[src/hdl/htw_fifo.sv]
// Small register queue used between the decoder stages and on the result side.
// No package dependencies.
module htw_fifo #(
    parameter int WIDTH = 8,
    parameter int DEPTH = 2
) (
    input  logic             clk,
    input  logic             rst_n,
    input  logic             push,
    input  logic [WIDTH-1:0] wdata,
    output logic             full,
    input  logic             pop,
    output logic [WIDTH-1:0] rdata,
    output logic             empty
);

    localparam int PW = (DEPTH > 1) ? $clog2(DEPTH) : 1;
    localparam int CW = $clog2(DEPTH + 1);

    logic [WIDTH-1:0] slot_reg [DEPTH];
    logic [PW-1:0]    wr_ptr_reg;
    logic [PW-1:0]    rd_ptr_reg;
    logic [CW-1:0]    count_reg;
    logic             do_push;
    logic             do_pop;

    assign full    = (count_reg == CW'(DEPTH));
    assign empty   = (count_reg == '0);
    assign do_push = push && !full;
    assign do_pop  = pop && !empty;
    assign rdata   = slot_reg[rd_ptr_reg];

    // storage
    always_ff @(posedge clk)
    begin
        if (do_push)
        begin
            slot_reg[wr_ptr_reg] <= wdata;
        end
    end

    // pointers and fill count
    always_ff @(posedge clk or negedge rst_n)
    begin
        if (!rst_n)
        begin
            wr_ptr_reg <= '0;
            rd_ptr_reg <= '0;
            count_reg  <= '0;
        end
        else
        begin
            if (do_push)
            begin
                wr_ptr_reg <= (wr_ptr_reg == PW'(DEPTH - 1)) ? '0 : wr_ptr_reg + 1'b1;
            end
            if (do_pop)
            begin
                rd_ptr_reg <= (rd_ptr_reg == PW'(DEPTH - 1)) ? '0 : rd_ptr_reg + 1'b1;
            end
            if (do_push && !do_pop)
            begin
                count_reg <= count_reg + 1'b1;
            end
            else if (do_pop && !do_push)
            begin
                count_reg <= count_reg - 1'b1;
            end
        end
    end

endmodule

[config.mk]
export PLATFORM = sky130hd
export DESIGN_NAME = htw_fifo
export DESIGN_NICKNAME = d
export VERILOG_FILES = /design/src/hdl/htw_fifo.sv
export SDC_FILE = /design/constraint.sdc
export NUM_CORES = 1
export LEC_CHECK = 0
export BUFFER_PORTS_ARGS = -buffer_cell sky130_fd_sc_hd__buf_2
export CAP_MARGIN = 20
export CORE_MARGIN = 2
export CORE_UTILIZATION = 48
export CTS_CLUSTER_SIZE = 10
export DETAILED_ROUTE_END_ITERATION = 6
export PLACE_DENSITY_LB_ADDON = 0.3
export SLEW_MARGIN = 5
export SYNTH_ARGS = -nofsm -noshare
export SYNTH_HDL_FRONTEND = slang
export SYNTH_SLANG_ARGS = --single-unit
export TNS_END_PERCENT = 50
[constraint.sdc]
create_clock -name clk -period 1.5 [get_ports clk]
set_input_delay 0.075 -clock clk [delete_from_list [all_inputs] [get_ports clk]]
set_output_delay 0.075 -clock clk [all_outputs]
set_load 0.02 [all_outputs]
* Word-level counts from Yosys, hierarchy flattened
Memory sizes are Yosys's and may differ from the RTL's.
Index checks and enable logic that the tools add are counted.
** Storage, ports and cells
- Register bits after elaboration :: 4
- Memory bits (writable) :: 16
- Output and inout port bits :: 10
- Logic and storage cells :: 25
- Memories :: 1
** Memory list
- slot_reg :: words 2, bits a word 8, rd ports 1, clocked after memory_dff 0, wr ports 1, RTL line 20 : logic [WIDTH-1:0] slot_reg [DEPTH];
** Cells by class
- Add/subtract/negate cells :: 4
- Equality and inequality tests :: 1
- Multiplexer cells :: 6
- Reductions and logical operators :: 10
** Operators by type and width (number)
- logical AND 1 bit :: 4
- zero test 1 bit :: 4
- two-way mux 1 bit :: 4
- two-way mux 2 bit :: 2
- adder 1 bit (second input constant) :: 2
- adder 2 x 1 -> 2 bit (second input constant) :: 1
- equality test 2 bit (second input constant) :: 1
- zero test 2 bit :: 1
- nonzero test 2 bit :: 1
- subtractor 2 x 1 -> 2 bit (second input constant) :: 1

* Logic depth before layout (Yosys ltp)
- Word-level depth :: 7
- Gate-level depth with buffers :: 7
- Mapped depth without buffers :: 7

* Least setup slack after synthesis
No wires, ideal clock.
- Kind :: reg2reg
- Start point :: reg count_reg[0]
- End point :: mem slot_reg[0][0], enable pin
- Setup time :: 370 ps
- Arrival time :: 1022 ps
- Setup slack :: 108 ps
- Stages on the path, launching flop included :: 4
- Path buffers :: 0
- Clock period less this slack :: 1392 ps
- Path through :: dfrtp_1 > nand2b_1 > nand2_2 > nor2_1
** Between the ends
- Longest elaborated chain between the ends :: 5
** Ends and longest elaborated chain
- start, declared :: RTL line 23 : logic [CW-1:0] count_reg;
- start signal, assigned :: RTL line 63 : count_reg <= count_reg + 1'b1;
- start signal, assigned :: RTL line 67 : count_reg <= count_reg - 1'b1;
- equality test 2 bit :: RTL line 27 : assign full = (count_reg == CW'(DEPTH));
- zero test 1 bit :: RTL line 29 : assign do_push = push && !full;
- logical AND 1 bit :: RTL line 29
- two-way mux 1 bit :: RTL line 36 : if (do_push)
- two-way mux 1 bit (implied by the code) :: RTL line 38 : slot_reg[wr_ptr_reg] <= wdata;
- end, declared :: RTL line 20
No other way between the ends.

* Worst setup path after layout
- Start point :: reg count_reg[0]
- End point :: reg count_reg[1]
** Between the ends
- Longest elaborated chain between the ends :: 6
** Ends and longest elaborated chain (RTL line)
- equality test 2 bit / zero test 2 bit (equally long branches) :: 27, 28
- zero test 1 bit, on equally long branches :: 29, 30
- logical AND 1 bit, on equally long branches :: 29, 30
- zero test 1 bit, on equally long branches :: 65, 61
- logical AND 1 bit, on equally long branches :: 65, 61
- nonzero test 2 bit (no source line) / two-way mux 2 bit (equally long branches)
Parallel ways exist; a longest one is shown, timed or not. The select of a mux whose other input is x is not followed.
A chain may end at the register's enable or synchronous reset.

==> results by group <==
Outcome
  • Run status: complete, no violations

Yosys
  • Largest family of logic cells by synthesized area: multiplexers
  • Synth Register Bits: 20
  • Async S/R FF share, synth: 0.200
  • Post-synth top flop: edfxtp_1
  • Adder-cell share of the synthesized area: 0.0160
  • Xor and xnor area share after synthesis: 0.0656
  • Most common cell in the synthesized netlist: edfxtp_1
  • Post-synth EDFFs: 16
  • Post-Synthesis Cells: 44
  • Synthesized area: 782 um2
  • Synth Area in Compound Gates: 0.00640
  • Seq/Total Area, Yosys: 0.742
  • Synth cell types: 15
  • Synth area leader: edfxtp_1
  • Yosys warns: 0
  • Synth cell count leaders: edfxtp_1, mux2_1, dfrtp_1
  • Post-Synth Simple-Gate Area: 0.0384
  • Syn avg cell area: 17.8 um2
  • Multiplexer area fraction after synthesis: 0.115
  • Share of the synthesized area in the top cell type: 0.614
  • Area contributors post-synth: edfxtp_1, dfrtp_1, mux2_1
  • Syn_nets: 57

STA
  • Slack of the critical path: 0.0949 ns
  • Fmax: 0.712 GHz
  • Slew @ Worst Pin: 0.417 ns
  • Worst hold slack: approximately 0.043 ns
  • Final Slew Violations: 0
  • Fin crit share: 0.937
  • Worst Clk Skew: 0.0101 ns
  • Min Tclk post-route: between 1 and 1.5 ns
  • Setup TNS: 0 ns
  • Final setup fails: 0
  • Slew headroom: 0.722
  • Hold violation total from the final report: 0

Critical path
  • CP startpoint kind: register
  • Worst Setup End Kind: register
  • Reg2reg setup slack: about 0.095 ns
  • Slowest cell on the critical path: dfrtp_1
  • Worst path max stage delay: around 0.44 ns
  • Crit Path Max Fanout: 4
  • CP required: 1.69 ns
  • Worst Setup Path Type: reg -> reg
  • Most used cell, CP: xor2_1
  • Worst path cell trace: buf_4 -> o21ai_2 -> ha_1 -> xor2_1 -> nor2_2 -> xor2_1
  • CP Data Arrival Time: 1.59 ns

GRT
  • Largest net degree at the start of global routing: 13
  • First-pass GRT wire length: between 2000 and 2500 um
  • Gr ovfl total: 0
  • GRT Util Overall: 0.145
  • Initial antenna violation count: 0
  • Vias in the first global route: 508

Layout
  • P&R area growth vs syn: 38.4%
  • # nets final: 94
  • Layout fillers: 103
  • Max reg flops: 16
  • Register area: ~580 um2
  • Diode count: 0
  • Final instance area: around 0.0011 mm2
  • Final core utilization: 0.710
  • Area occupied by multi-input gates: 203 um2
  • Layout cells sized above 1: 0.450

Die
  • Core area: ~0.0015 mm2
  • IO Pins: 22
  • Rows: 14
  • Die Y-Extent: 44.4 um
  • Initial core utilization: 0.513
  • Die Area: 0.00197 mm2
  • Die Span X: 44.4 um

Pwr
  • PD cells: 1930 mW/mm2
  • Leakage: 0.461 nW
  • VDD IR max: 0.00139 V

Flow run
  • Max Cap Violations: 0

Routing
  • DR vias/cell: approximately 4.9
  • Final routed DRC violation total: 0
  • WL final: 1270 um
  • WL/cell: 13.3 um
  • Routed Antenna Nets: 0
  • DR pass1 iterations: 4
  • Routed via count: between 400 and 500
  • 1st-iter DRT viols: 3

Clocking
  • CTS Buffer Depth: 2
  • CTS H-tree lvls: 1
  • Root Driver: clkbuf_4
  • Worst-path clk slew: 0.12 ns
  • Clk_lat worst skew: 0.29 ns
  • CTS tree: yes
  • CTS buffer count: 3
  • Num Clock Sinks: 20

Hold path
  • HP Class: in -> reg

Placed design
  • HPWL Detailed: 863 um
  • DP Worst Slack: between 0.015 and 0.02 ns
  • IO buf count: 21
  • Post-DP Area: ~920 um2
  • GP Congestion: a little under 0.7
==> routing by layer <==
metal / track usage / routed length, um
met5: 0 / 0
met4: 0.0545 / 0
met3: 0.0367 / 40
met2: 0.274 / 720
met1: 0.152 / 513
==> stage by stage <==
step	cells	total power [mW]
global route	96	2.21
CTS	95	2.05
floorplan	44	1.38
detailed placement	82	1.60
global placement	82	1.58
finish	96	2.09
==> area by class of cell <==
| class | count | area share |
|---|---|---|
| clock buffer | 3 | 0.0208 |
| clock inverter | 1 | 0.0277 |
| inverter | 2 | 0.00694 |
| multi-input combinational | 21 | 0.187 |
| sequential | 20 | 0.538 |
| tap | 16 | 0.0185 |
| timing repair buffer | 33 | 0.201 |
==> worst max-delay path, delay by kind of cell, from the launching register on <==
family / cells / cell delay [ns]
buffers and inverters: 1 / 0.16
adder cells (fa/ha/maj): 1 / 0.18
flip-flops: 1 / 0.44
AO/OA/AOI/OAI: 1 / 0.16
XOR/XNOR: 2 / 0.31
AND/OR/NAND/NOR: 1 / 0.05
==> logic make-up after synthesis <==
family	count (synthesis)
muxes	8
and+or+nand+nor	6
xor gates and xnor gates	5
DFF	20
adders and majority gates	1
AOI/OAI and AO/OA	1
buffers and inverters	3
==> cell usage in the layout, fill, tap and decap left out <==
cell / instances
nor2_1: 2
nand2b_4: 1
clkbuf_4: 3
dfrtp_2: 1
ha_1: 1
o21ai_2: 1
nand2_2: 1
edfxtp_1: 16
and3_1: 1
mux2_2: 2
dfrtp_1: 3
xnor2_1: 2
buf_4: 3
bufinv_16: 1
inv_1: 2
buf_2: 21
mux2_1: 6
dlygate4sd3_1: 9
xor2_1: 2
nor2_2: 1
xnor2_2: 1
==> final timing paths <==
| path | from | end | cells past startpoint |
|---|---|---|---|
| max | count_reg[0] | count_reg[1] | 6 |
| min | pop | rd_ptr_reg | 3 |
| max reg2reg | count_reg[0] | count_reg[1] | 6 |
| min reg2reg | wr_ptr_reg | wr_ptr_reg | 1 |
| max in group asynchronous | rst_n | rd_ptr_reg | 2 |
| min in group asynchronous | rst_n | rd_ptr_reg | 2 |
==> repair_timing <==
action	in CTS	in global routing
gates cloned	0	0
endpoints found under the setup margin	4	1
hold endpoints to repair	20	0
resized for setup	1	3
setup buffers	0	1
hold buffers	9	0
==> where the power goes <==
group          internal (mW)  leakage [nW]  switching, mW  total [mW]
Sequential             0.779         0.194          0.124       0.902
Combinational          0.361         0.239          0.401       0.762
Clock                  0.270        0.0279          0.160       0.429
Power figures use the tool's default switching activity.
