`src/hdl/htw_pkg.sv`:
```
// Shared types and constants for the tree-walk Huffman decoder.
// No dependencies; imported by the front end, the walker and the top level.
package htw_pkg;

    // fixed field widths
    localparam int IDX_W  = 9;
    localparam int SYM_W  = 21;
    localparam int BYTE_W = 8;
    localparam int PAD_W  = 3;
    localparam int NBIT_W = 4;

    // command codes on the item channel
    localparam logic [1:0] CMD_LOAD  = 2'd0;
    localparam logic [1:0] CMD_DATA  = 2'd1;
    localparam logic [1:0] CMD_FINAL = 2'd2;

    // one input item
    typedef struct packed {
        logic [1:0]        cmd;
        logic [IDX_W-1:0]  node_index;
        logic [IDX_W-1:0]  node_left;
        logic [IDX_W-1:0]  node_right;
        logic [SYM_W-1:0]  node_symbol;
        logic [BYTE_W-1:0] data_byte;
        logic [PAD_W-1:0]  pad_bits;
    } item_t;

    // one result item
    typedef struct packed {
        logic [SYM_W-1:0] out_symbol;
        logic             last_of_byte;
        logic             end_of_stream;
    } result_t;

    // classified operation handed from front to back
    typedef enum logic {
        OP_LOAD,
        OP_BYTE
    } op_kind_t;

    typedef struct packed {
        op_kind_t          kind;
        logic              final_byte;
        logic [IDX_W-1:0]  index;
        logic [IDX_W-1:0]  left;
        logic [IDX_W-1:0]  right;
        logic [SYM_W-1:0]  symbol;
        logic [BYTE_W-1:0] data;
        logic [NBIT_W-1:0] nbits;
    } op_t;

endpackage

```
`src/hdl/htw_fifo.sv`:
```
// Small register queue used between the decoder stages and on the result side.
// No package dependencies.
module htw_fifo #(
    parameter int WIDTH = 8,
    parameter int DEPTH = 2
) (
    input  logic             clk,
    input  logic             rst_n,
    input  logic             push,
    input  logic [WIDTH-1:0] wdata,
    output logic             full,
    input  logic             pop,
    output logic [WIDTH-1:0] rdata,
    output logic             empty
);

    localparam int PW = (DEPTH > 1) ? $clog2(DEPTH) : 1;
    localparam int CW = $clog2(DEPTH + 1);

    logic [WIDTH-1:0] slot_reg [DEPTH];
    logic [PW-1:0]    wr_ptr_reg;
    logic [PW-1:0]    rd_ptr_reg;
    logic [CW-1:0]    count_reg;
    logic             do_push;
    logic             do_pop;

    assign full    = (count_reg == CW'(DEPTH));
    assign empty   = (count_reg == '0);
    assign do_push = push && !full;
    assign do_pop  = pop && !empty;
    assign rdata   = slot_reg[rd_ptr_reg];

    // storage
    always_ff @(posedge clk)
    begin
        if (do_push)
        begin
            slot_reg[wr_ptr_reg] <= wdata;
        end
    end

    // pointers and fill count
    always_ff @(posedge clk or negedge rst_n)
    begin
        if (!rst_n)
        begin
            wr_ptr_reg <= '0;
            rd_ptr_reg <= '0;
            count_reg  <= '0;
        end
        else
        begin
            if (do_push)
            begin
                wr_ptr_reg <= (wr_ptr_reg == PW'(DEPTH - 1)) ? '0 : wr_ptr_reg + 1'b1;
            end
            if (do_pop)
            begin
                rd_ptr_reg <= (rd_ptr_reg == PW'(DEPTH - 1)) ? '0 : rd_ptr_reg + 1'b1;
            end
            if (do_push && !do_pop)
            begin
                count_reg <= count_reg + 1'b1;
            end
            else if (do_pop && !do_push)
            begin
                count_reg <= count_reg - 1'b1;
            end
        end
    end

endmodule

```
`src/hdl/htw_front.sv`:
```
// Front end: takes items, classifies them and queues operations for the walker.
// Depends on htw_pkg and htw_fifo.
module htw_front
    import htw_pkg::*;
#(
    parameter int NODE_COUNT = 512,
    parameter int QUEUE_DEPTH = 2
) (
    input  logic  clk,
    input  logic  rst_n,
    input  item_t item,
    input  logic  push,
    output logic  full,
    output op_t   op,
    output logic  op_valid,
    input  logic  op_pop
);

    op_t  op_in;
    logic keep;
    logic op_empty;
    logic [$bits(op_t)-1:0] op_bits;

    // classify the incoming item
    always_comb
    begin
        op_in.kind       = OP_BYTE;
        op_in.final_byte = 1'b0;
        op_in.index      = item.node_index;
        op_in.left       = item.node_left;
        op_in.right      = item.node_right;
        op_in.symbol     = item.node_symbol;
        op_in.data       = item.data_byte;
        op_in.nbits      = NBIT_W'(BYTE_W);
        keep             = 1'b0;
        unique case (item.cmd)
            CMD_LOAD:
            begin
                op_in.kind = OP_LOAD;
                // loads beyond the store are dropped
                keep = (32'(item.node_index) < NODE_COUNT);
            end
            CMD_DATA:
            begin
                keep = 1'b1;
            end
            CMD_FINAL:
            begin
                op_in.final_byte = 1'b1;
                op_in.nbits      = NBIT_W'(BYTE_W) - NBIT_W'(item.pad_bits);
                keep             = 1'b1;
            end
            default:
            begin
                keep = 1'b0;
            end
        endcase
    end

    // operation queue between front and back
    htw_fifo #(
        .WIDTH ($bits(op_t)),
        .DEPTH (QUEUE_DEPTH)
    ) u_op_queue (
        .clk   (clk),
        .rst_n (rst_n),
        .push  (push && keep),
        .wdata (op_in),
        .full  (full),
        .pop   (op_pop),
        .rdata (op_bits),
        .empty (op_empty)
    );

    assign op       = op_t'(op_bits);
    assign op_valid = !op_empty;

endmodule

```
`config.mk`:
```
export PLATFORM = sky130hd
export DESIGN_NAME = htw_front
export DESIGN_NICKNAME = d
export VERILOG_FILES = /design/src/hdl/htw_pkg.sv /design/src/hdl/htw_fifo.sv /design/src/hdl/htw_front.sv
export SDC_FILE = /design/constraint.sdc
export NUM_CORES = 1
export LEC_CHECK = 0
export ABC_AREA = 1
export BUFFER_PORTS_ARGS = -buffer_cell sky130_fd_sc_hd__buf_2
export CORE_MARGIN = 5
export CORE_UTILIZATION = 45
export CTS_CLUSTER_DIAMETER = 40
export DETAILED_ROUTE_END_ITERATION = 10
export PLACE_DENSITY = 0.79
export SYNTH_ARGS = -nofsm -noshare
export SYNTH_HDL_FRONTEND = slang
export SYNTH_SLANG_ARGS = --single-unit
```
`constraint.sdc`:
```
create_clock -name clk -period 4.8 [get_ports clk]
set_input_delay 1.44 -clock clk [delete_from_list [all_inputs] [get_ports clk]]
set_output_delay 1.44 -clock clk [all_outputs]
set_load 0.01 [all_outputs]
```
# Word level (Yosys, flattened, before mapping)

Memory sizes are Yosys's and may differ from the RTL's.
Index checks and enable logic that the tools add are counted.

Output and inout port bits: 64
Register bits: 4
Memories kept: 1
Bits of input ports: 65
Word-level logic and storage cells: 35
RAM bits: 124

Memories:

| name                | words | bits a word | read ports | clocked after Yosys merged registers in | write ports | line           | RTL |
|---|---|---|---|---|---|---|---|
| u_op_queue.slot_reg | 2     | 62          | 1          | 0                                       | 1           | htw_fifo.sv:20 | `logic [WIDTH-1:0] slot_reg [DEPTH];` |

Eq/ne operators: 3
Mux-type cells: 10
Reduce and logical (&&, ||, !) cells: 13
$add $sub $neg: 5

Operators by type and width:

| kind                                              | number |
|---|---|
| two-way mux 1 bit                                 | 7 |
| logical AND 1 bit                                 | 5 |
| == test 2 bit (second input constant)             | 2 |
| zero test 1 bit                                   | 4 |
| zero test 2 bit                                   | 2 |
| two-way mux 2 bit                                 | 2 |
| two-way mux 4 bit                                 | 1 |
| subtractor 4 x 3 -> 4 bit (first input constant)  | 1 |
| OR reduction 3 bit                                | 1 |
| adder 1 bit (second input constant)               | 2 |
| adder 2 x 1 -> 2 bit (second input constant)      | 1 |
| == test 2 x 1 -> 1 bit (second input constant)    | 1 |
| nonzero test 2 bit                                | 1 |
| subtractor 2 x 1 -> 2 bit (second input constant) | 1 |

# Logic depth before layout (Yosys ltp)

Gate-level depths: netlist of run 1.

Depth in word-level cells: 9
Gate-level depth with buffers: 9
Depth with buffers taken out: 9

# Modules after synthesis

A second synthesis of run 1 with hierarchy kept.

Cell total of the unflattened synthesis: 376
Area, all modules: 4875.9 µm²

By module, submodules not included:

| module    | area each (µm²) | instances | seq. area each (µm²) | cells each |
|---|---|---|---|---|
| htw_fifo  | 4773.3          | 1         | 3823.7               | 355 |
| htw_front | 102.6           | 1         | 0.0                  | 21 |

# Least setup slack after synthesis of run 1

Ideal clock, no wire load.

Path kind: input -> register
From: input port item[59] in the netlist's numbering
To: memory u_op_queue.slot_reg[1][0] in the netlist's numbering (enable)
Setup time: 0.482 ns
Arrival time: 4.201 ns
Data required time: 4.318 ns
Path buffers: 0
Cell stages on the path: 3
Setup slack: 0.117 ns
Cell sequence: nand2_1 nand3_1 nor2_1

Cells in the longest elaborated chain, start to end: 7
Elaborated cells between the ends (all ways): 9
Classes of those cells: eq/ne: 2; mux: 3; reduce/logical: 4

Ends and longest elaborated chain:

| what                                        | line            | RTL |
|---|---|---|
| start: declaration                          | htw_front.sv:11 | `input item_t item,` |
| == test 2 bit (tied with other cells)       | htw_front.sv:36 | `unique case (item.cmd)` |
| OR reduction 3 bit (no line) (*)            | n/a             |  |
| two-way mux 1 bit (*)                       | htw_front.sv:36 |  |
| logical AND 1 bit (*)                       | htw_front.sv:67 | `.push (push && keep),` |
| logical AND 1 bit (*)                       | htw_fifo.sv:29  | `assign do_push = push && !full;` |
| two-way mux 1 bit (*)                       | htw_fifo.sv:36  | `if (do_push)` |
| two-way mux 1 bit (implied by the code) (*) | htw_fifo.sv:38  | `slot_reg[wr_ptr_reg] <= wdata;` |
| end: declaration                            | htw_fifo.sv:20  |  |

Every way passes the cells marked *; elsewhere a longest branch is shown, timed or not.

==> results_dict.tcl, run 1 <==
set metrics [dict create \
    outcome "finished, final reports clean" \
    grtUsageTotal_pct 14.9 \
    yosys.area_share.simple_pct 16.7 \
    fin_crit_ns 3.40 \
    regToRegSetupSlack_ns 2.68 \
    grt_pass1_vias 3104 \
    drt-total-wl_mm 9.36 \
    wl_per_cell_um 14.2 \
    viasPerCell 4.63 \
    fin_crit_sh_pct 70.9 \
    drtAntennaViolNets 0 \
    globalplace.congestion 0.747 \
    cp-start-kind "flop" \
    layout.nets 576 \
    core_area_um2 10700 \
    ios 129 \
    grt_pass1_wl_mm 14.8 \
    slew_headroom_pct 60.4 \
    syn_inst 371 \
    numCtsBuffers 17 \
    cap_violations 0 \
    crit_fanout 49 \
    syn_nets 438 \
    start_util_pct 45.4 \
    die_area_um2 13000 \
    cp-startpoint "u_op_queue.rd_ptr_reg" \
    synth_area_um2 4860 \
    ctsHoldBuffers 0 \
    tightest_slew_ns 0.593 \
    grt_start_max_net_pins 64 \
    cts_tree "done" \
    synthMuxAreaShare_pct 0 \
    drive_above_1_share_pct 32.0 \
    arrival_ns 1.96 \
    holdWs_ns 0.489 \
    synth_top_family_by_area "simple AND/OR/NAND/NOR gates" \
    reg2reg_depth 6 \
    cts_sinks 128 \
    r2r-end "u_op_queue.slot_reg[0][35]" \
    p_per_area_nw_per_um2 608 \
    crit_slowest_cell "dfrtp_2" \
    path_common_cell "nand2_1" \
    die_h_um 114 \
    hold_viol 0 \
    required_ns 3.36 \
    synth_compound_area_share_pct 0.154 \
    rsz0062_at_grt "no" \
    path_class "reg -> out" \
    clk_latency_ns 0.49 \
    r2r-start "u_op_queue.count_reg[1]" \
    n_antenna_cell 0 \
    grt_remaining_overflow 0 \
    io_buffers 128 \
    hp-class "reg -> reg" \
    clock_tree.buffer_depth 2 \
    fmax_mhz 294 \
    slowest_delay_ns 0.57 \
    htreeDepth 4 \
    num_vias 3052 \
    totalPowerFinal_mw 3.72 \
    setup_viol 0 \
    synth_warnings 0 \
    cts_root_buffer "clkbuf_8" \
    yosysSeqAreaShare_pct 78.7 \
    endpoint "op[56]" \
    cts_setup_buffers 0 \
    dpl.hpwl_mm 6.17 \
    synth_xor_area_share_pct 0.360 \
    first_pass_iters 4 \
    first_iter_violations 144 \
    crit_chain "buf_4 -> nand2_1 -> nand2_1 -> buf_2" \
    slew_viol_final 0 \
    syn_avg_cell_area_um2 13.1 \
    path_clk_slew_ns 0.05 \
    ys_ff_latch 128 \
    route.detailed.drc 0 \
    cts_resized 0 \
    largest_register_ffs 124 \
    num_rows 38 \
    cp-end-kind "primary output" \
    skew_ns 0.00944 \
    ir_drop_mv 0.288 \
    synth_fa_ha_area_share_pct 0.515 \
    dieWidth_um 114 \
    p_leak_nw 2.68 \
    antenna_found_initial 1 \
    syn2layout_area_growth_pct 25.7 \
    final.setup.tns_ns 0 \
    ys_types 17 \
]
-- critical path, delay by kind of cell (launching register included) --
family        cells  cell delay [ns]
simple gates      2             0.22
flops             1             0.57
buf+inv           2             0.66
-- per-layer routing --
metal	wire (um)	up-vias	GRT usage, %
met5	13	-	0
met4	95	2	6.18
met3	648	12	4.88
met2	4780	93	24.7
met1	3820	1425	17.8
li1	-	1520	-
-- metrics by stage --
stage | util, % | std cells | instance area, um^2 | worst slack (ns)
global route | 57.1 | 659 | 6110 | 1.21
finish | 57.1 | 659 | 6110 | 1.40
floorplan | - | 371 | 4860 | 0.117
CTS | 57.1 | 659 | 6110 | 1.34
global placement | 52.3 | 630 | 5590 | 1.54
detailed placement | 52.3 | 630 | 5590 | 1.48
-- cell type report --
cell class / instances / area (um^2)
Fill cell: 880 / 4590
Multi-Input combinational cell: 217 / 867
Sequential cell: 128 / 3820
Timing Repair Buffer: 132 / 671
Inverter: 13 / 53.8
Clock inverter: 10 / 97.6
Tap cell: 140 / 175
Clock buffer: 19 / 422
-- cells in the mapped netlist --
master | instances | share of area, %
nand2_1 | 200 | 15
edfxtp_1 | 124 | 77
inv_1 | 10 | 0.77
buf_6 | 7 | 1.6
buf_4 | 6 | 0.93
nor2_1 | 5 | 0.39
dfrtp_1 | 4 | 2.1
nand3_1 | 3 | 0.31
ha_1 | 2 | 0.51
inv_2 | 2 | 0.15
nor2_2 | 2 | 0.26
inv_6 | 1 | 0.18
nand2_2 | 1 | 0.13
nand4_1 | 1 | 0.13
o31ai_1 | 1 | 0.15
xnor2_1 | 1 | 0.18
xor2_1 | 1 | 0.18
-- layout by cell type, fill, tap and decap left out, types with 3 or more instances in the layout --
cell and n:
dfrtp_1 3, nor2_1 4, nand2_1 200, nand3_1 3, buf_2 128, buf_4 4
edfxtp_1 124, clkinv_2 6, inv_1 9, clkbuf_16 16, inv_2 3
-- logic make-up after synthesis --
| group | count (synthesis) |
|---|---|
| flip-flops | 128 |
| buffers and inverters | 26 |
| AND/OR/NAND/NOR | 212 |
| AO/OA/AOI/OAI | 1 |
| adder cells (fa/ha/maj) | 2 |
| XOR/XNOR | 2 |
-- power by group --
| group | internal [mW] | switching (mW) | total, mW |
|---|---|---|---|
| sequential | 1.46 | 0.0734 | 1.54 |
| combinational | 0.349 | 0.707 | 1.06 |
| clock | 0.718 | 0.405 | 1.12 |
| total | 2.53 | 1.18 | 3.72 |
-- worst min-delay path by stage --
stage                                     start               endpoint  slack (ns)  depth (start not counted)
after floorplan           u_op_queue.wr_ptr_reg  u_op_queue.wr_ptr_reg        0.45                          2
after global placement    u_op_queue.wr_ptr_reg  u_op_queue.wr_ptr_reg        0.47                          2
after detailed placement  u_op_queue.wr_ptr_reg  u_op_queue.wr_ptr_reg        0.48                          2
after CTS                 u_op_queue.wr_ptr_reg  u_op_queue.wr_ptr_reg        0.49                          2
after global routing      u_op_queue.wr_ptr_reg  u_op_queue.wr_ptr_reg        0.55                          2
final                     u_op_queue.wr_ptr_reg  u_op_queue.wr_ptr_reg        0.49                          2
Power figures use the tool's default switching activity.
==> inputs of run 2 (changes only) <==
ABC_AREA = 0   (was 1)
PLACE_DENSITY = 0.81   (was 0.79)
clock period = 3.1 ns   (was 4.8 ns; I/O delays follow)
==> results_dict.tcl, run 2 <==
set metrics [dict create \
    first_pass_iters 4 \
    p_per_area_nw_per_um2 951 \
    fin_crit_ns 2.71 \
    crit_slowest_cell "dfrtp_4" \
    dieWidth_um 116 \
    htreeDepth 4 \
    skew_ns 0.00812 \
    grt_start_max_net_pins 43 \
    syn_avg_cell_area_um2 22.7 \
    cts_resized 0 \
    crit_chain "buf_12 -> mux2_4 -> buf_2" \
    numCtsBuffers 17 \
    wl_per_cell_um 16.4 \
    cp-end-kind "primary output" \
    cp-start-kind "flop" \
    core_area_um2 10900 \
    path_class "reg -> out" \
    synth_common_cells "edfxtp_1, mux2_4, buf_12" \
    regToRegSetupSlack_ns 1.34 \
    route.detailed.drc 0 \
    final.setup.tns_ns 0 \
    yosysSeqAreaShare_pct 75.6 \
    ys_types 19 \
    slowest_delay_ns 0.61 \
    fin_crit_sh_pct 87.4 \
    num_rows 38 \
    place_ws_ns 0.786 \
    nFillCells 861 \
    synth_area_um2 5060 \
    synth_top_area_cell "edfxtp_1" \
    synth_warnings 0 \
    globalplace.congestion 0.676 \
    required_ns 2.17 \
    drive_above_1_share_pct 60.5 \
    cts_root_buffer "clkbuf_16" \
    syn_nets 290 \
    arrival_ns 1.78 \
    syn2layout_area_growth_pct 27.0 \
    path_clk_slew_ns 0.05 \
    slew_headroom_pct 62.1 \
    clk_latency_ns 0.40 \
    grt_remaining_overflow 0 \
    grt_pass1_vias 2635 \
    drtAntennaViolNets 0 \
    synth.top_cell.area_share_pct 73.6 \
    yosysMostFrequentCell "edfxtp_1" \
    ios 129 \
    layout_common_cells "buf_2, edfxtp_1, mux2_4" \
    final_common_cell "buf_2" \
    clock_tree.buffer_depth 2 \
    n_antenna_cell 0 \
    p_leak_nw 2.61 \
    crit_fanout 28 \
    die_h_um 116 \
    start_util_pct 46.3 \
    synth_edf_count 124 \
    hold_viol 0 \
    ctsHoldBuffers 0 \
    outcome "finished, final reports clean" \
    grt_pass1_wl_mm 13.0 \
    slew_viol_final 0 \
    antenna_found_initial 1 \
    crit_family "flip-flops" \
    synth_flop_cell "edfxtp_1" \
    yosys-top-cells-area "edfxtp_1, mux2_4, buf_12" \
    grtUsageTotal_pct 13.1 \
    hp-class "in -> async" \
    cap_violations 0 \
    dpl.hpwl_mm 5.89 \
    rsz0062_at_grt "no" \
    io_buffers 128 \
    ir_drop_mv 0.510 \
    final.setup.worst_slack_ns 0.390 \
    cts_tree "done" \
    num_vias 2471 \
    layout.nets 436 \
    drt-total-wl_mm 8.58 \
    viasPerCell 4.73 \
    ys_ff_latch 128 \
    cts_sinks 128 \
    tightest_slew_ns 0.568 \
    async_flop_share_pct 3.13 \
    path_buf_inv 2 \
    largest_register_ffs 124 \
    cts_setup_buffers 0 \
    first_iter_violations 121 \
    die_area_um2 13500 \
    syn_inst 223 \
    fmax_mhz 369 \
    setup_viol 0 \
]
## run 2: cell count changes after synthesis, sizes merged
cell | before | now
nand2 | 201 | 2
mux2 | 0 | 62
inv | 13 | 4
buf | 13 | 7
nor2 | 7 | 3
and2 | 0 | 3
nand3 | 3 | 0
xnor2 | 1 | 4
nor2b | 0 | 2
or2 | 0 | 2
nand3b | 0 | 1
nand4 | 1 | 0
xor2 | 1 | 2
## run 2: kinds of logic after synthesis
| kind of cell | share of synthesized area, % |
|---|---|
| flip-flops | 75.6 |
| buffers and inverters | 2.89 |
| AND/OR/NAND/NOR | 1.68 |
| multiplexers | 18.2 |
| XOR/XNOR | 1.04 |
| adder cells (fa/ha/maj) | 0.494 |
| AO/OA/AOI/OAI | 0.148 |
## run 2: cell type report
| class | instances | area [um^2] | share of cell area, % |
|---|---|---|---|
| clock buffers | 17 | 425 | 6.62 |
| clock inverters | 15 | 169 | 2.63 |
| inverters | 4 | 15.0 | 0.234 |
| multi-input cells | 84 | 1100 | 17.2 |
| flip-flops and latches | 128 | 3830 | 59.5 |
| well taps | 140 | 175 | 2.73 |
| repair buffers | 134 | 711 | 11.1 |
## run 2: layer usage
metal | GRT usage [%] | up-vias | wire length, um
met3 | 5.85 | 9 | 700
met1 | 14.6 | 1207 | 3430
met4 | 4.87 | 2 | 41
met5 | 0 | - | 13
met2 | 22.2 | 89 | 4390
li1 | - | 1164 | -
## run 2: final timing paths
kind	start	endpoint	cells past startpoint
worst max-delay path	u_op_queue.rd_ptr_reg	op[17]	3
worst min-delay path	rst_n	u_op_queue.count_reg[0]	1
worst max register to register	u_op_queue.count_reg[1]	u_op_queue.slot_reg[1][28]	4
worst min register to register	u_op_queue.count_reg[1]	u_op_queue.count_reg[1]	1
max in group asynchronous	rst_n	u_op_queue.rd_ptr_reg	1
min in group clk	u_op_queue.count_reg[1]	u_op_queue.count_reg[1]	1
## run 2: where the power goes
| part | switching [mW] | internal, mW |
|---|---|---|
| clock network | 0.696 | 1.26 |
| logic | 0.814 | 0.926 |
| registers | 0.143 | 2.28 |
## run 2: worst reg2reg max path: cells and delay by family (launching register included)
kind	cells	cell delay [ns]
buf+inv	1	0.49
flops	1	0.40
simple gates	3	0.49
## run 2: stage by stage
stage	hold slack (ns)	area [um^2]	total power, mW	cells	utilization, %
global placement	0.470	5830	4.20	490	53.3
detailed placement	0.472	5830	4.24	490	53.3
global route	0.315	6430	6.40	522	58.8
floorplan	0.447	5060	3.77	223	-
CTS	0.318	6430	6.20	522	58.8
finish	0.329	6430	6.11	522	58.8
==> inputs of run 3 (changes only) <==
CORE_UTILIZATION = 25   (was 45)
PLACE_DENSITY = 0.54   (was 0.81)
==> results_dict.tcl, run 3 (synthesized netlist as in run 2, its figures left out) <==
set metrics [dict create \
    outcome "finished, final reports clean" \
    placed_cell_area_um2 6010 \
    fin_crit_sh_pct 89.8 \
    hold_viol 0 \
    numCtsBuffers 17 \
    ios 129 \
    grtUsageTotal_pct 8.49 \
    pwr-share-clk_pct 32.4 \
    die_area_um2 23200 \
    p_per_area_nw_per_um2 943 \
    cts_sinks 128 \
    setup_viol 0 \
    fin_crit_ns 2.79 \
    route.detailed.drc 0 \
    hp-class "in -> async" \
    gr-usage-met2_pct 13.0 \
    cts_root_buffer "clkbuf_16" \
    htreeDepth 4 \
    layout_common_cells "buf_2, edfxtp_1, mux2_4" \
    crit_chain "buf_12 -> mux2_2 -> buf_2" \
    ir_drop_mv 0.376 \
    grt_start_max_net_pins 63 \
    required_ns 2.17 \
    num_vias 2468 \
    cp-end-kind "primary output" \
    crit_fanout 23 \
    first_iter_violations 88 \
    start_util_pct 25.2 \
    cts_setup_buffers 0 \
    rsz0062_at_grt "no" \
    pwr-share-seq_pct 39.0 \
    syn2layout_area_growth_pct 30.7 \
    internal_power_mw 4.55 \
    drive_above_1_share_pct 60.1 \
    ctsHoldBuffers 0 \
    first_pass_iters 4 \
    num_rows 52 \
    drt-total-wl_mm 9.79 \
    power.switching_mw 1.69 \
    drtAntennaViolNets 0 \
    clock_tree.buffer_depth 2 \
    p_leak_nw 2.62 \
    core_area_um2 20100 \
    crit_slowest_cell "dfrtp_4" \
    grt_remaining_overflow 0 \
    gr-usage-met3_pct 4.57 \
    postLayoutCellArea_um2 6620 \
    path_clk_slew_ns 0.06 \
    fmax_mhz 359 \
    crit_family "flip-flops" \
    globalplace.congestion 0.678 \
    largest_register_ffs 124 \
    met1_usage_pct 10.1 \
    slowest_delay_ns 0.68 \
    viasPerCell 3.79 \
    slew_viol_final 0 \
    arrival_ns 1.86 \
    final_common_cell "buf_2" \
    power_frac_comb_pct 28.6 \
    skew_ns 0.00945 \
    grt_pass1_vias 2820 \
    grt_pass1_wl_mm 15.2 \
    slew_headroom_pct 73.1 \
    cap_violations 0 \
    layout.nets 435 \
    switching_share_pct 27.0 \
    cp-start-kind "flop" \
    path_buf_inv 2 \
    wl_per_cell_um 15.0 \
    clk_latency_ns 0.40 \
    cts_resized 0 \
    dpl.hpwl_mm 6.31 \
    antenna_found_initial 0 \
    io_buffers 128 \
    die_h_um 152 \
    n_antenna_cell 0 \
    cts_tree "done" \
    dieWidth_um 152 \
    path_class "reg -> out" \
    tightest_slew_ns 0.403 \
    grt_most_used_layer "met2" \
    post-route-util_pct 32.9 \
]
-- run 3: cell types whose count changed in the layout (fill, tap and decap cells not counted), moves of 2 or more --
cell        previous run  this run
buf_4                  4         1
clkinv_2               2         5
buf_12                 2         4
clkbuf_1               0         2
clkinv_4               3         1
clkinvlp_4             3         1
-- run 3: routing by layer --
metal | part of all wire [%] | vias up | wire (um)
li1 | - | 1156 | -
met1 | 44 | 1208 | 4260
met2 | 47 | 94 | 4570
met3 | 8.6 | 10 | 841
met4 | 1.2 | 0 | 119
met5 | 0 | - | 0
-- run 3: layout make-up --
class | instances | area [um^2]
multi-input cells | 84 | 1100
clock buffers | 19 | 433
clock inverters | 13 | 169
fillers | 1953 | 13500
inverters | 4 | 15.0
repair buffers | 133 | 728
well taps | 270 | 338
flip-flops and latches | 128 | 3830
-- run 3: worst paths after layout --
kind / start / endpoint / slack (ns) / cells past startpoint
setup / recovery: u_op_queue.rd_ptr_reg / op[46] / 0.31 / 3
hold / removal: rst_n / u_op_queue.count_reg[0] / 0.32 / 1
setup reg to reg: u_op_queue.count_reg[1] / u_op_queue.slot_reg[0][11] / 1.48 / 4
hold reg to reg: u_op_queue.count_reg[1] / u_op_queue.count_reg[1] / 0.49 / 1
max in group asynchronous: rst_n / u_op_queue.rd_ptr_reg / 2.64 / 1
min in group clk: u_op_queue.count_reg[1] / u_op_queue.count_reg[1] / 0.49 / 1
-- run 3: power by group through the flow --
stage          clock, mW  combinational (mW)  sequential [mW]
3_5_place_dp           0                1.82             2.48
3_3_place_gp           0                1.81             2.46
5_1_grt             2.18                1.91             2.47
4_1_cts             2.09                1.84             2.44
2_1_floorplan          0                1.39             2.38
6_report            2.02                1.78             2.43
-- run 3: per-stage QoR --
| step | hold slack, ns | worst slack, ns | total power, mW | setup TNS [ns] | cells |
|---|---|---|---|---|---|
| floorplan | 0.447 | -0.0659 | 3.77 | -8.17 | 223 |
| global placement | 0.465 | 0.734 | 4.26 | 0 | 619 |
| detailed placement | 0.479 | 0.704 | 4.30 | 0 | 619 |
| CTS | 0.297 | 0.267 | 6.37 | 0 | 651 |
| global route | 0.295 | 0.222 | 6.56 | 0 | 651 |
| finish | 0.320 | 0.315 | 6.24 | 0 | 651 |
